`config.mk`:
```
export PLATFORM = sky130hd
export DESIGN_NAME = skip_ngram_feature_hasher_unit_flat
export DESIGN_NICKNAME = d
export VERILOG_FILES = /design/src/sngh_pkg.sv /design/src/sngh_if.sv /design/src/skip_ngram_feature_hasher_unit.sv /design/src/sngh_queue.sv /design/src/sngh_front.sv /design/src/sngh_back.sv /design/src/flat_wrapper.sv
export SDC_FILE = /design/constraint.sdc
export NUM_CORES = 2
export LEC_CHECK = 0
export ABC_AREA = 0
export ABC_CLOCK_PERIOD_IN_PS = 28500
export BUFFER_PORTS_ARGS = -buffer_cell sky130_fd_sc_hd__buf_2
export CORE_MARGIN = 2
export CORE_UTILIZATION = 58
export DETAILED_ROUTE_END_ITERATION = 8
export PLACE_DENSITY = 0.83
export SYNTH_ARGS = -nofsm -noshare
export SYNTH_HDL_FRONTEND = slang
export SYNTH_SLANG_ARGS = --single-unit
```
`constraint.sdc`:
```
create_clock -name clock -period 28.5 [get_ports clock]
set_input_delay 4.275 -clock clock [delete_from_list [all_inputs] [get_ports clock]]
set_output_delay 4.275 -clock clock [all_outputs]
set_load 0.02 [all_outputs]
```
`src/sngh_pkg.sv`:
```
`timescale 1ns / 1ps
package sngh_pkg;
   localparam int unsigned IDX_W = 64;
   localparam int unsigned LEN_W = 3;

   // window geometry
   localparam int unsigned MAX_GRAM = 4;
   localparam int unsigned MAX_SKIP = 2;

   // configuration register indexes
   localparam logic [1:0] CSR_GRAM_SIZE  = 2'd0;
   localparam logic [1:0] CSR_SKIP_LIMIT = 2'd1;
   localparam logic [1:0] CSR_HASH_MULT  = 2'd2;
   localparam logic [63:0] HASH_MULT_RESET = 64'd27942141;

   typedef enum logic [2:0] {
      ST_IDLE,
      ST_CHECK,
      ST_LOAD,
      ST_MUL,
      ST_ADD,
      ST_EMIT,
      ST_NEXT,
      ST_DONE
   } back_state_type;

   // one queued item
   typedef struct packed {
      logic [IDX_W-1:0] feature_index;
      logic             list_end;
   } queue_item_type;

   // configuration handed to the back part
   typedef struct packed {
      logic [2:0]       gram_size;
      logic [1:0]       skip_limit;
      logic [IDX_W-1:0] hash_multiplier;
   } cfg_type;
endpackage

```
`src/sngh_if.sv`:
```
`timescale 1ns / 1ps
interface sngh_req_if;
   logic        valid;
   logic        ready;
   logic [63:0] feature_index;
   logic        list_end;
   modport source (output valid, feature_index, list_end, input ready);
   modport sink (input valid, feature_index, list_end, output ready);
endinterface

interface sngh_rsp_if;
   logic        valid;
   logic        ready;
   logic [63:0] gram_hash;
   logic [2:0]  gram_length;
   logic        run_last;
   modport source (output valid, gram_hash, gram_length, run_last, input ready);
   modport sink (input valid, gram_hash, gram_length, run_last, output ready);
endinterface

interface sngh_csr_if;
   logic        valid;
   logic        ready;
   logic [1:0]  index;
   logic [63:0] data;
   modport source (output valid, index, data, input ready);
   modport sink (input valid, index, data, output ready);
endinterface

```
`src/skip_ngram_feature_hasher_unit.sv`:
```
`timescale 1ns / 1ps
// Skip n-gram feature hasher. Feature indices of a list arrive one item at a
// time; each index closes every gram of 2..gram_size elements that ends at it
// with total skip at most skip_limit, and one hashed result per gram leaves on
// rsp (h = h*multiplier + index, mod 2^64), run_last marking the item's final
// gram. A front stage takes items into a two-entry queue; the back sequencer
// walks skip patterns one at a time, and each gram element after the first
// costs a 64-bit multiply-add built from three 32x32 partial products. A full
// item at gram size 4 and skip 2 walks 19 grams and 20 rejected patterns.
// Configuration writes are always accepted and must only be issued while no
// item is in flight; there is no clearing pass after reset.
module skip_ngram_feature_hasher_unit
   import sngh_pkg::*;
(
   input logic        clock,
   input logic        reset,
   sngh_req_if.sink   req,
   sngh_rsp_if.source rsp,
   sngh_csr_if.sink   csr
);
   logic           fq_valid, fq_ready, qb_valid, qb_ready;
   queue_item_type fq_item, qb_item;
   cfg_type        cfg;

   sngh_front u_front (
      .clock, .reset, .req, .csr,
      .q_valid(fq_valid), .q_ready(fq_ready), .q_item(fq_item), .cfg
   );

   sngh_queue #(.DEPTH(2)) u_queue (
      .clock, .reset,
      .in_valid(fq_valid), .in_ready(fq_ready), .in_item(fq_item),
      .out_valid(qb_valid), .out_ready(qb_ready), .out_item(qb_item)
   );

   sngh_back u_back (
      .clock, .reset,
      .q_valid(qb_valid), .q_ready(qb_ready), .q_item(qb_item), .cfg, .rsp
   );
endmodule

```
`src/sngh_queue.sv`:
```
`timescale 1ns / 1ps
module sngh_queue
   import sngh_pkg::*;
#(
   parameter int unsigned DEPTH = 2
) (
   input  logic           clock,
   input  logic           reset,
   input  logic           in_valid,
   output logic           in_ready,
   input  queue_item_type in_item,
   output logic           out_valid,
   input  logic           out_ready,
   output queue_item_type out_item
);
   localparam int unsigned PW = (DEPTH > 1) ? $clog2(DEPTH) : 1;

   queue_item_type     mem_ff [DEPTH];
   logic [PW-1:0]      wr_ff, rd_ff;
   logic [PW:0]        cnt_ff;
   logic               push, pop;

   assign in_ready  = (cnt_ff != (PW+1)'(DEPTH));
   assign out_valid = (cnt_ff != '0);
   assign push      = in_valid && in_ready;
   assign pop       = out_valid && out_ready;
   assign out_item  = mem_ff[rd_ff];

   // storage
   always_ff @(posedge clock) begin
      if (push) begin
         mem_ff[wr_ff] <= in_item;
      end
   end

   // pointers
   always_ff @(posedge clock) begin
      if (reset) begin
         wr_ff  <= '0;
         rd_ff  <= '0;
         cnt_ff <= '0;
      end else begin
         if (push) wr_ff <= (wr_ff == PW'(DEPTH-1)) ? '0 : wr_ff + 1'b1;
         if (pop)  rd_ff <= (rd_ff == PW'(DEPTH-1)) ? '0 : rd_ff + 1'b1;
         cnt_ff <= cnt_ff + (PW+1)'(push) - (PW+1)'(pop);
      end
   end

   count_bound: assert property (@(posedge clock) disable iff (reset)
      cnt_ff <= (PW+1)'(DEPTH)) else $error("queue count overflow");
   no_push_full: assert property (@(posedge clock) disable iff (reset)
      (cnt_ff == (PW+1)'(DEPTH)) |-> !push) else $error("push while full");
   no_pop_empty: assert property (@(posedge clock) disable iff (reset)
      (cnt_ff == '0) |-> !pop) else $error("pop while empty");
endmodule

```
`src/sngh_front.sv`:
```
`timescale 1ns / 1ps
module sngh_front
   import sngh_pkg::*;
(
   input  logic            clock,
   input  logic            reset,
   sngh_req_if.sink        req,
   sngh_csr_if.sink        csr,
   output logic            q_valid,
   input  logic            q_ready,
   output queue_item_type  q_item,
   output cfg_type         cfg
);
   logic [2:0]       gram_size_ff;
   logic [1:0]       skip_limit_ff;
   logic [IDX_W-1:0] hash_mult_ff;

   // pass items into the queue
   assign q_valid              = req.valid;
   assign req.ready            = q_ready;
   assign q_item.feature_index = req.feature_index;
   assign q_item.list_end      = req.list_end;

   // configuration registers, clamped later in the back part
   assign csr.ready = 1'b1;
   always_ff @(posedge clock) begin
      if (reset) begin
         gram_size_ff  <= '0;
         skip_limit_ff <= '0;
         hash_mult_ff  <= HASH_MULT_RESET;
      end else if (csr.valid) begin
         unique case (csr.index)
            CSR_GRAM_SIZE:  gram_size_ff  <= csr.data[2:0];
            CSR_SKIP_LIMIT: skip_limit_ff <= csr.data[1:0];
            CSR_HASH_MULT:  hash_mult_ff  <= csr.data;
            default: ;
         endcase
      end
   end

   assign cfg.gram_size       = gram_size_ff;
   assign cfg.skip_limit      = skip_limit_ff;
   assign cfg.hash_multiplier = hash_mult_ff;
endmodule

```
`src/sngh_back.sv`:
```
`timescale 1ns / 1ps
module sngh_back
   import sngh_pkg::*;
(
   input  logic           clock,
   input  logic           reset,
   input  logic           q_valid,
   output logic           q_ready,
   input  queue_item_type q_item,
   input  cfg_type        cfg,
   sngh_rsp_if.source     rsp
);
   localparam int unsigned WIN  = MAX_GRAM + MAX_SKIP - 1;
   localparam int unsigned GAPS = MAX_GRAM - 1;
   localparam int unsigned SW   = $clog2(MAX_SKIP + 1) + 1;
   localparam int unsigned GW   = $clog2(MAX_GRAM + 1);
   localparam int unsigned OW   = $clog2(WIN + 1);
   localparam int unsigned TW   = $clog2(GAPS * MAX_SKIP + 1) + 1;
   localparam int unsigned EW   = $clog2(GAPS + 1);
   localparam int unsigned LW   = $clog2(MAX_GRAM + 1) + 1;
   localparam logic [1:0]  MUL_LAST = 2'd2;

   back_state_type   state_ff, state_in;
   logic [IDX_W-1:0] win_ff [WIN];
   logic [OW-1:0]    fill_ff;
   logic [IDX_W-1:0] cur_ff;
   logic             last_ff;
   logic [GW-1:0]    len_ff, gs;
   logic [SW-1:0]    sk;
   logic [SW-1:0]    sv_ff [GAPS];
   logic [EW-1:0]    step_ff;
   logic [OW-1:0]    off_ff;
   logic [IDX_W-1:0] h_ff, prod_ff;
   logic [1:0]       mph_ff;
   logic [31:0]      mul_a, mul_b;
   logic [63:0]      mul_p;
   logic [IDX_W-1:0] out_hash_ff;
   logic [LEN_W-1:0] out_len_ff;
   logic             out_last_ff, out_valid_ff;
   logic             pend_ff;
   logic             release_gram;
   logic [IDX_W-1:0] hold_hash_ff;
   logic [LEN_W-1:0] hold_len_ff;
   logic [TW-1:0]    total;
   logic [OW+TW-1:0] span;
   logic             fits;
   logic [GAPS:0]    carry;
   logic             pat_done, len_done;
   logic [IDX_W-1:0] elem;
   logic [OW-1:0]    next_off;

   // clamped configuration
   assign gs = (LW'(cfg.gram_size) > LW'(MAX_GRAM)) ? GW'(MAX_GRAM) : GW'(cfg.gram_size);
   assign sk = (SW'(cfg.skip_limit) > SW'(MAX_SKIP)) ? SW'(MAX_SKIP) : SW'(cfg.skip_limit);

   // total skip of the current pattern over the active gaps
   always_comb begin
      total = '0;
      for (int i = 0; i < GAPS; i++) begin
         if (LW'(i) < LW'(len_ff) - LW'(1)) total = total + TW'(sv_ff[i]);
      end
      span = (OW+TW)'(len_ff) - (OW+TW)'(1) + (OW+TW)'(total);
      fits = (total <= TW'(sk)) && (span <= (OW+TW)'(fill_ff));
   end

   // mixed-radix advance: carry out of the top active gap ends the length
   always_comb begin
      carry[0] = 1'b1;
      for (int i = 0; i < GAPS; i++) begin
         carry[i+1] = carry[i] && (sv_ff[i] >= sk);
      end
      pat_done = 1'b0;
      for (int i = 1; i <= GAPS; i++) begin
         if (len_ff == GW'(i + 1)) pat_done = carry[i];
      end
      len_done = (len_ff >= gs);
   end

   // element at distance off_ff back
   always_comb begin
      elem = cur_ff;
      for (int i = 0; i < WIN; i++) begin
         if (off_ff == OW'(i + 1)) elem = win_ff[i];
      end
   end
   assign next_off = off_ff - OW'(1) - OW'(sv_ff[step_ff]);

   // 32x32 partial products: low*low, then the two cross terms
   assign mul_a = (mph_ff == 2'd1) ? h_ff[63:32] : h_ff[31:0];
   assign mul_b = (mph_ff == MUL_LAST) ? cfg.hash_multiplier[63:32]
                                       : cfg.hash_multiplier[31:0];
   assign mul_p = {32'd0, mul_a} * {32'd0, mul_b};

   // next state
   always_comb begin
      state_in = state_ff;
      unique case (state_ff)
         ST_IDLE:  if (q_valid) state_in = (gs >= GW'(2)) ? ST_CHECK : ST_DONE;
         ST_CHECK: state_in = fits ? ST_LOAD : ST_NEXT;
         ST_LOAD:  state_in = ST_MUL;
         ST_MUL:   state_in = (mph_ff == MUL_LAST) ? ST_ADD : ST_MUL;
         ST_ADD:   state_in = (step_ff == EW'(len_ff - GW'(2))) ? ST_EMIT : ST_MUL;
         ST_EMIT:  if (!pend_ff) state_in = ST_NEXT;
         ST_NEXT:  state_in = (pat_done && len_done) ? ST_DONE : ST_CHECK;
         ST_DONE:  if (!pend_ff) state_in = ST_IDLE;
         default:  state_in = ST_IDLE;
      endcase
   end

   // outputs toward the queue
   always_comb begin
      q_ready = 1'b0;
      unique case (state_ff)
         ST_DONE: q_ready = !pend_ff;
         default: q_ready = 1'b0;
      endcase
   end

   always_ff @(posedge clock) begin
      if (reset) state_ff <= ST_IDLE;
      else       state_ff <= state_in;
   end

   // datapath
   always_ff @(posedge clock) begin
      unique case (state_ff)
         ST_IDLE: begin
            cur_ff  <= q_item.feature_index;
            last_ff <= q_item.list_end;
            len_ff  <= GW'(2);
            for (int i = 0; i < GAPS; i++) sv_ff[i] <= '0;
         end
         ST_LOAD: begin
            h_ff    <= elem;
            off_ff  <= OW'(span);
            step_ff <= '0;
            mph_ff  <= '0;
         end
         ST_MUL: begin
            prod_ff <= (mph_ff == '0) ? mul_p : prod_ff + {mul_p[31:0], 32'd0};
            mph_ff  <= (mph_ff == MUL_LAST) ? '0 : mph_ff + 2'd1;
            if (mph_ff == MUL_LAST) off_ff <= next_off;
         end
         ST_ADD: begin
            h_ff    <= prod_ff + elem;
            step_ff <= step_ff + EW'(1);
         end
         ST_NEXT: begin
            if (pat_done) begin
               len_ff <= len_ff + GW'(1);
               for (int i = 0; i < GAPS; i++) sv_ff[i] <= '0;
            end else begin
               for (int i = 0; i < GAPS; i++) begin
                  if (carry[i]) sv_ff[i] <= carry[i+1] ? '0 : sv_ff[i] + SW'(1);
               end
            end
         end
         default: ;
      endcase
      if (state_ff == ST_CHECK) off_ff <= OW'(span);
   end

   // held gram waits for the next to decide run_last
   assign release_gram = pend_ff && !(out_valid_ff && !rsp.ready) &&
                         ((state_ff == ST_EMIT) || (state_ff == ST_DONE));

   always_ff @(posedge clock) begin
      if (reset) begin
         pend_ff      <= 1'b0;
         out_valid_ff <= 1'b0;
      end else begin
         if (release_gram)                out_valid_ff <= 1'b1;
         else if (rsp.valid && rsp.ready) out_valid_ff <= 1'b0;
         if (release_gram)                pend_ff <= 1'b0;
         else if (state_ff == ST_EMIT)    pend_ff <= 1'b1;
      end
   end

   // output register, loaded from the hold buffer
   always_ff @(posedge clock) begin
      if (release_gram) begin
         out_hash_ff <= hold_hash_ff;
         out_len_ff  <= hold_len_ff;
         out_last_ff <= (state_ff == ST_DONE);
      end
   end

   // hold buffer
   always_ff @(posedge clock) begin
      if (state_ff == ST_EMIT && !pend_ff) begin
         hold_hash_ff <= h_ff;
         hold_len_ff  <= LEN_W'(len_ff);
      end
   end

   // window update at the end of the item
   always_ff @(posedge clock) begin
      if (reset) begin
         fill_ff <= '0;
         for (int i = 0; i < WIN; i++) win_ff[i] <= '0;
      end else if (state_ff == ST_DONE && !pend_ff) begin
         if (last_ff) begin
            fill_ff <= '0;
            for (int i = 0; i < WIN; i++) win_ff[i] <= '0;
         end else begin
            win_ff[0] <= cur_ff;
            for (int i = 1; i < WIN; i++) win_ff[i] <= win_ff[i-1];
            if (fill_ff < OW'(WIN)) fill_ff <= fill_ff + OW'(1);
         end
      end
   end

   assign rsp.valid       = out_valid_ff;
   assign rsp.gram_hash   = out_hash_ff;
   assign rsp.gram_length = out_len_ff;
   assign rsp.run_last    = out_last_ff;

   fill_bound: assert property (@(posedge clock) disable iff (reset)
      fill_ff <= OW'(WIN)) else $error("window fill beyond depth");
   len_bound: assert property (@(posedge clock) disable iff (reset)
      (state_ff == ST_EMIT) |-> (len_ff >= GW'(2) && len_ff <= gs))
      else $error("gram length out of range");
   take_done: assert property (@(posedge clock) disable iff (reset)
      q_ready |-> (state_ff == ST_DONE && !pend_ff)) else $error("early take");
   rsp_hold: assert property (@(posedge clock) disable iff (reset)
      (rsp.valid && !rsp.ready) |=> (rsp.valid && $stable(rsp.gram_hash) &&
      $stable(rsp.gram_length) && $stable(rsp.run_last)))
      else $error("result changed while waiting");
endmodule
```
`src/flat_wrapper.sv`:
```
// flat-port wrapper written by rule: the top's interface ports become plain ports
module skip_ngram_feature_hasher_unit_flat import sngh_pkg::*;
  (clock, reset, req_valid, req_feature_index, req_list_end, req_ready, rsp_valid, rsp_gram_hash, rsp_gram_length, rsp_run_last, rsp_ready, csr_valid, csr_index, csr_data, csr_ready);
  sngh_req_if req_i ();
  sngh_rsp_if rsp_i ();
  sngh_csr_if csr_i ();
  input logic clock;
  input logic reset;
  input wire logic [$bits(req_i.valid)-1:0] req_valid;
  input wire logic [$bits(req_i.feature_index)-1:0] req_feature_index;
  input wire logic [$bits(req_i.list_end)-1:0] req_list_end;
  output wire logic [$bits(req_i.ready)-1:0] req_ready;
  output wire logic [$bits(rsp_i.valid)-1:0] rsp_valid;
  output wire logic [$bits(rsp_i.gram_hash)-1:0] rsp_gram_hash;
  output wire logic [$bits(rsp_i.gram_length)-1:0] rsp_gram_length;
  output wire logic [$bits(rsp_i.run_last)-1:0] rsp_run_last;
  input wire logic [$bits(rsp_i.ready)-1:0] rsp_ready;
  input wire logic [$bits(csr_i.valid)-1:0] csr_valid;
  input wire logic [$bits(csr_i.index)-1:0] csr_index;
  input wire logic [$bits(csr_i.data)-1:0] csr_data;
  output wire logic [$bits(csr_i.ready)-1:0] csr_ready;
  assign req_i.valid = req_valid;
  assign req_i.feature_index = req_feature_index;
  assign req_i.list_end = req_list_end;
  assign req_ready = req_i.ready;
  assign rsp_valid = rsp_i.valid;
  assign rsp_gram_hash = rsp_i.gram_hash;
  assign rsp_gram_length = rsp_i.gram_length;
  assign rsp_run_last = rsp_i.run_last;
  assign rsp_i.ready = rsp_ready;
  assign csr_i.valid = csr_valid;
  assign csr_i.index = csr_index;
  assign csr_i.data = csr_data;
  assign csr_ready = csr_i.ready;
  skip_ngram_feature_hasher_unit u_core (.clock(clock), .reset(reset), .req(req_i), .rsp(rsp_i), .csr(csr_i));
endmodule
```
# After elaboration in Yosys (flattened, before gate mapping)
# Memory sizes are Yosys's and may differ from the RTL's. A register that Yosys moved wholly into a read port is not among the register bits.
# Cells that the tools add are included.
# op_classes
mul,1
addsub,21
muxes,89
order_cmp,13
eq_ne,26
n_reduce_logical,34
bitwise_logic,16
# ops
op,count
$mux W64,16
$add A64 B64 Y64,2
$pmux W64 S2,1
$mux W3,24
$mul A32 B32 Y64,1
$mux W32,2
$mux W1,36
$pmux W3 S8,1
$eq A3 B3 Y1 const B,7
$eq A3 B2 Y1 const B,6
$or A1 B1 Y1,16
$add A3 B1 Y3 const B,5
$logic_and A1 B1 Y1,12
$pmux W3 S2,2
$reduce_and A2 Y1,6
$reduce_bool A2 Y1,6
$ge A3 B2 Y1,3
$add A4 B3 Y4,2
$lt A1 B4 Y1 const A,2
$mux W4,2
$ne A2 B2 Y1 const B,4
$pmux W2 S2,2
$sub A3 B1 Y4 const B,2
$le A7 B3 Y1,1
29 further kinds,39
# totals
input_bits,136
n_memories,3
ramBits,459
output_inout_bits,71
register_bits,354
# mem_list
memory,depth,width,rd,rd_clocked_by_memory_dff,wr,line,text
u_core.u_back.win_ff,5,64,5,0,5,sngh_back.sv:24,logic [IDX_W-1:0] win_ff [WIN];
u_core.u_queue.mem_ff,2,65,1,1,1,sngh_queue.sv:18,queue_item_type mem_ff [DEPTH];
u_core.u_back.sv_ff,3,3,4,1,3,sngh_back.sv:30,logic [SW-1:0] sv_ff [GAPS];

# Longest topological paths before layout
# logic_depth
ltp_word,12
depth_mapped,40

# By module
# Synthesis repeated with hierarchy kept, for this count alone.
# hier_totals
hier_cells,7182
area_unflattened_um2,75605.0
# modules_own_cells
mod,cells_each,seq_area_each_um2,area_per_inst_um2,instances
sngh_back,6588,20229.4,66905.4,1
sngh_queue,227,4003.8,5128.7,1
sngh_front,367,1381.3,3570.9,1

# Worst setup path before layout
# Ideal clock, no wire load.
# synth_timing
path_type,in2reg
start,input port reset
end,memory u_core.u_back.win_ff[0][0] (enable)
t_required_ns,27.760
setup_time_ns,0.740
path_slack_ns,15.572
stages,2
arrival_time_ns,12.188
cell_sequence,clkbuf_1 > nand2b_1
# synth_rtl
item,line,text
start: declaration,flat_wrapper.sv:8,input logic reset;
end: declaration,sngh_back.sv:24,

# Worst setup path in the final report
# layout_timing
start,register u_core.u_back.mph_ff[0]
end,register u_core.u_back.prod_ff[63] (data pin)
# layout_via
elab_chain_cells,5
elab_cells_between_ends,8
# layout_lines
item,line,text
start: declaration,sngh_back.sv:34,logic [1:0] mph_ff;
start signal: assignment,sngh_back.sv:141,mph_ff <= (mph_ff == MUL_LAST) ? '0 : mph_ff + 2'd1;
$eq A2 B1 Y1 / $eq A2 B2 Y1 (equally long branches),"sngh_back.sv:89, sngh_back.sv:90",
"$mux W32, on equally long branches","sngh_back.sv:89, sngh_back.sv:90",
$mul A32 B32 Y64,sngh_back.sv:92,"assign mul_p = {32'd0, mul_a} * {32'd0, mul_b};"
$add A64 B64 Y64,sngh_back.sv:140,"prod_ff <= (mph_ff == '0) ? mul_p : prod_ff + {mul_p[31:0], 32'd0};"
$mux W64 *,sngh_back.sv:140,
end signal: assignment,sngh_back.sv:140,
end: declaration,sngh_back.sv:33,"logic [IDX_W-1:0] h_ff, prod_ff;"
# Mark *: on every way between the ends. The rest lies on a longest branch, timed or not.
# A chain may end at the register's enable or synchronous reset.

==> results.rst <==
.. list-table::
   :header-rows: 1

   * - Metric
     - Value
   * - Run status
     - finished clean
   * - Vertical extent of the die
     - 361.2 µm
   * - Cell area after technology mapping
     - 74010 µm²
   * - RSZ-0062 raised after global routing
     - false
   * - Via-per-instance ratio
     - 6.072
   * - Buffer type at the clock tree root
     - sky130_fd_sc_hd__clkbuf_16
   * - Share of synthesized registers carrying an async set or reset
     - 0%
   * - Met3 WL post-DR
     - 20730 µm
   * - Detailed-route DRC error count
     - 0
   * - Drt total wl
     - roughly 210000 µm
   * - Register bit count reported by yosys
     - 880
   * - Final total negative setup slack
     - 0 ps
   * - Die width
     - 361.2 µm
   * - Number of top-level design ports
     - 207
   * - Crit Path Class
     - flop to flop
   * - Final worst setup slack
     - approximately 18000 ps
   * - Num Clock Sinks
     - 880
   * - Overall via count from detail_route
     - 53.47k
   * - Leading cell type in the layout, fill and taps excluded
     - sky130_fd_sc_hd__nand2_1
   * - Wire length of the first global-routing pass
     - 323400 µm
   * - Hold_buf cts
     - 0
   * - Maximum number of pins on one net before global-route repair
     - 197
   * - CTS tree
     - done
   * - Synthesized area per cell
     - 10.46 µm²
   * - WP data required
     - 28930 ps
   * - Crit Reg-Reg Endpoint
     - u_core.u_back.prod_ff[63]
   * - Fraction of the yosys area taken by sequential cells
     - 34.58%
   * - Worst R2R Setup Slack
     - ~18000 ps
   * - Share of final-layout standard cells stronger than drive strength 1
     - 8.645%
   * - Post-synthesis net count
     - between 8k and 9k
   * - WL/cell
     - 23.93 µm
   * - Floorplan Core Area
     - 127000 µm²
   * - Class of the most critical hold timing path
     - flop to flop
   * - Max Clk Rate
     - 92.39 MHz
   * - Commonest cells after routing, fill and taps aside
     - 1014 x sky130_fd_sc_hd__nand2_1, 932 x sky130_fd_sc_hd__inv_1, 902 x sky130_fd_sc_hd__fa_1
   * - Startpoint of the worst-slack reg-to-reg timing path
     - u_core.u_back.mph_ff[0]
   * - Data arrival at the endpoint of the critical path
     - 11250 ps
   * - Top metal layer carrying routed signals
     - met5
   * - Die footprint
     - about 130000 µm²
   * - Clk Latency, worst-skew pair
     - between 700 and 800 ps
   * - Number of nets in the layout
     - 8505
   * - Routed met1 length
     - roughly 81000 µm
   * - Total setup buffers inserted after CTS
     - 0
   * - First-iteration detailed-routing DRC count
     - 5991
   * - Number of maximum-capacitance violations
     - 0
   * - Setup crit end kind
     - flop
   * - Reg2Reg Depth
     - 33
   * - Clock buffer count from CTS
     - between 80 and 90
   * - Layout Skew
     - 62.67 ps
   * - CP Launch Type
     - flop
   * - Ys Warns
     - 0
   * - Total length of routed met2 wires
     - 96060 µm
   * - Area grow syn2layout
     - 7.376%
   * - Number of enable flip-flop cells after synthesis
     - 797
   * - Htree depth
     - 3
   * - Placed cell count
     - 8642
   * - PostCTS Resize Cnt
     - 0
   * - CP max-delay cell
     - sky130_fd_sc_hd__mux2_2
   * - Cells on Worst Hold Path
     - 0
   * - Initial DRT Pass Iterations
     - 7
   * - Overflow left after global routing
     - 0
   * - Final Critical Period
     - 10820 ps
   * - Startpoint of the tightest hold check path
     - u_core.u_back.hold_hash_ff[44]
   * - Max-slew violations
     - 0
   * - Clock transition time at the flip-flop clock pins of the worst setup and hold paths
     - 60 ps
   * - Dpl ws
     - approximately 18000 ps
   * - Post-route clock period utilization
     - 37.98%
   * - Number of global-route vias before repair
     - 54.69k
   * - Post-DP HPWL
     - 161500 µm
   * - Starting density of the core
     - 58.27%
   * - Number of non-filler instances in the completed layout
     - 8806
   * - Terminating pin of the worst hold path
     - u_core.u_back.rsp.gram_hash[44]
   * - Final hold violation count
     - 0
   * - Remaining antenna violation count
     - 0
   * - Area of all placed cells without fillers
     - 79470 µm²
   * - Number of endpoints failing setup at the final stage
     - 0
   * - Maximum fanout encountered on the critical timing path
     - 32
   * - Library cells used by synthesis
     - 85
   * - Instance area at placement
     - 76460 µm²
   * - GR Util All Layers
     - between 30% and 40%
   * - Maximum cell stage delay along the critical path
     - between 700 and 800 ps
   * - Port Buf Inserts
     - 205
   * - Initial antenna violation count
     - 16
   * - Std-Cell Rows
     - 131
   * - Relative slew slack
     - 7.206%
   * - Measured slew at the worst slew-check pin
     - between 1000 and 1500 ps
   * - Cell occurring most often along the worst timing path
     - sky130_fd_sc_hd__fa_1
   * - Most used flip-flop cell after synthesis
     - sky130_fd_sc_hd__edfxtp_1
   * - Syn Inst Count
     - 7077
   * - Maximum buffer depth of the clock tree
     - 3
   * - Gpl congestion
     - 1.027
-- sequential cells by signal, summed over array words and instances (netlist names), 9 cells and up, named ones only --
signal / count
u_core.u_back.cur_ff: 64
u_core.u_front.hash_mult_ff: 64
u_core.u_back.hold_hash_ff: 64
u_core.u_back.h_ff: 64
u_core.u_back.rsp.gram_hash: 64
u_core.u_back.win_ff: 320
u_core.u_back.sv_ff: 9
u_core.u_queue.mem_ff: 130
u_core.u_back.prod_ff: 64
-- worst max-delay path by stage --
stage	endpoint	slack, ps	cells past startpoint	from
after floorplan	u_core.u_back.win_ff[0][0]	15570	2	reset
after global placement	u_core.u_back.prod_ff[61]	17840	36	u_core.u_back.mph_ff[0]
after detailed placement	u_core.u_back.prod_ff[61]	17790	34	u_core.u_back.mph_ff[0]
after CTS	u_core.u_back.prod_ff[61]	17760	34	u_core.u_back.mph_ff[0]
after global routing	u_core.u_back.prod_ff[61]	17110	36	u_core.u_back.mph_ff[0]
final	u_core.u_back.prod_ff[63]	17680	33	u_core.u_back.mph_ff[0]
-- area by class of cell --
class	count	area, µm²
fillers	9805	47550
multi-input cells	4884	43660
flip-flops and latches	880	25600
inverters	933	3502
clock buffers	91	2150
well taps	1662	2079
repair buffers	284	1632
clock inverters	65	840.8
diodes	7	17.52
-- metrics by stage --
| stage | hold WS, ps | util (%) |
|---|---|---|
| floorplan | 400.3 | - |
| detailed placement | 404.5 | 60.19 |
| global route | 422.2 | 62.55 |
| CTS | 419.6 | 62.54 |
| global placement | 402.2 | 60.19 |
| finish | 418.9 | 62.56 |
-- routing by layer --
layer  track usage [%]  up-vias
met5                 0        -
met4             16.94        6
met3             6.362      620
met2             51.25     2842
met1             43.60    26740
li1                  -    23260
-- synth_stat cells (all sizes together) (76+ instances only) --
| master | number | area [µm²] |
|---|---|---|
| inv | 933 | 3502 |
| a21oi | 278 | 1395 |
| o21a | 76 | 570.6 |
| mux2i | 134 | 1341 |
| xnor2 | 108 | 945.9 |
| edfxtp | 797 | 23930 |
| o21ai | 212 | 1061 |
| mux2 | 141 | 1588 |
| dfxtp | 83 | 1662 |
| nor2 | 499 | 1876 |
| clkbuf | 356 | 1336 |
| a21o | 81 | 608.1 |
| and2 | 378 | 2365 |
| ha | 400 | 5005 |
| fa | 902 | 18060 |
| nand2 | 1015 | 3810 |
-- cell families after synthesis --
group / after synthesis / share of synthesized area [%]
simple gates: 2151 / 13.07
mux: 275 / 3.957
flops: 880 / 34.58
fa+ha+maj: 1302 / 31.16
compound gates: 989 / 8.591
buf+inv: 1313 / 6.677
other cells: 1 / 0.005067
xor+xnor: 166 / 1.964
-- worst max-delay path: cells and delay by family, from the launching register on --
kind	cells	cell delay, ps
AO/OA/AOI/OAI	6	1110
XOR/XNOR	2	500
adder cells (fa/ha/maj)	11	5490
buffers and inverters	7	1050
flip-flops	1	440
multiplexers	1	780
AND/OR/NAND/NOR	6	1140
Power is not shown: default switching activity piles up to over one toggle a cycle in this logic, so the estimate is an artifact.
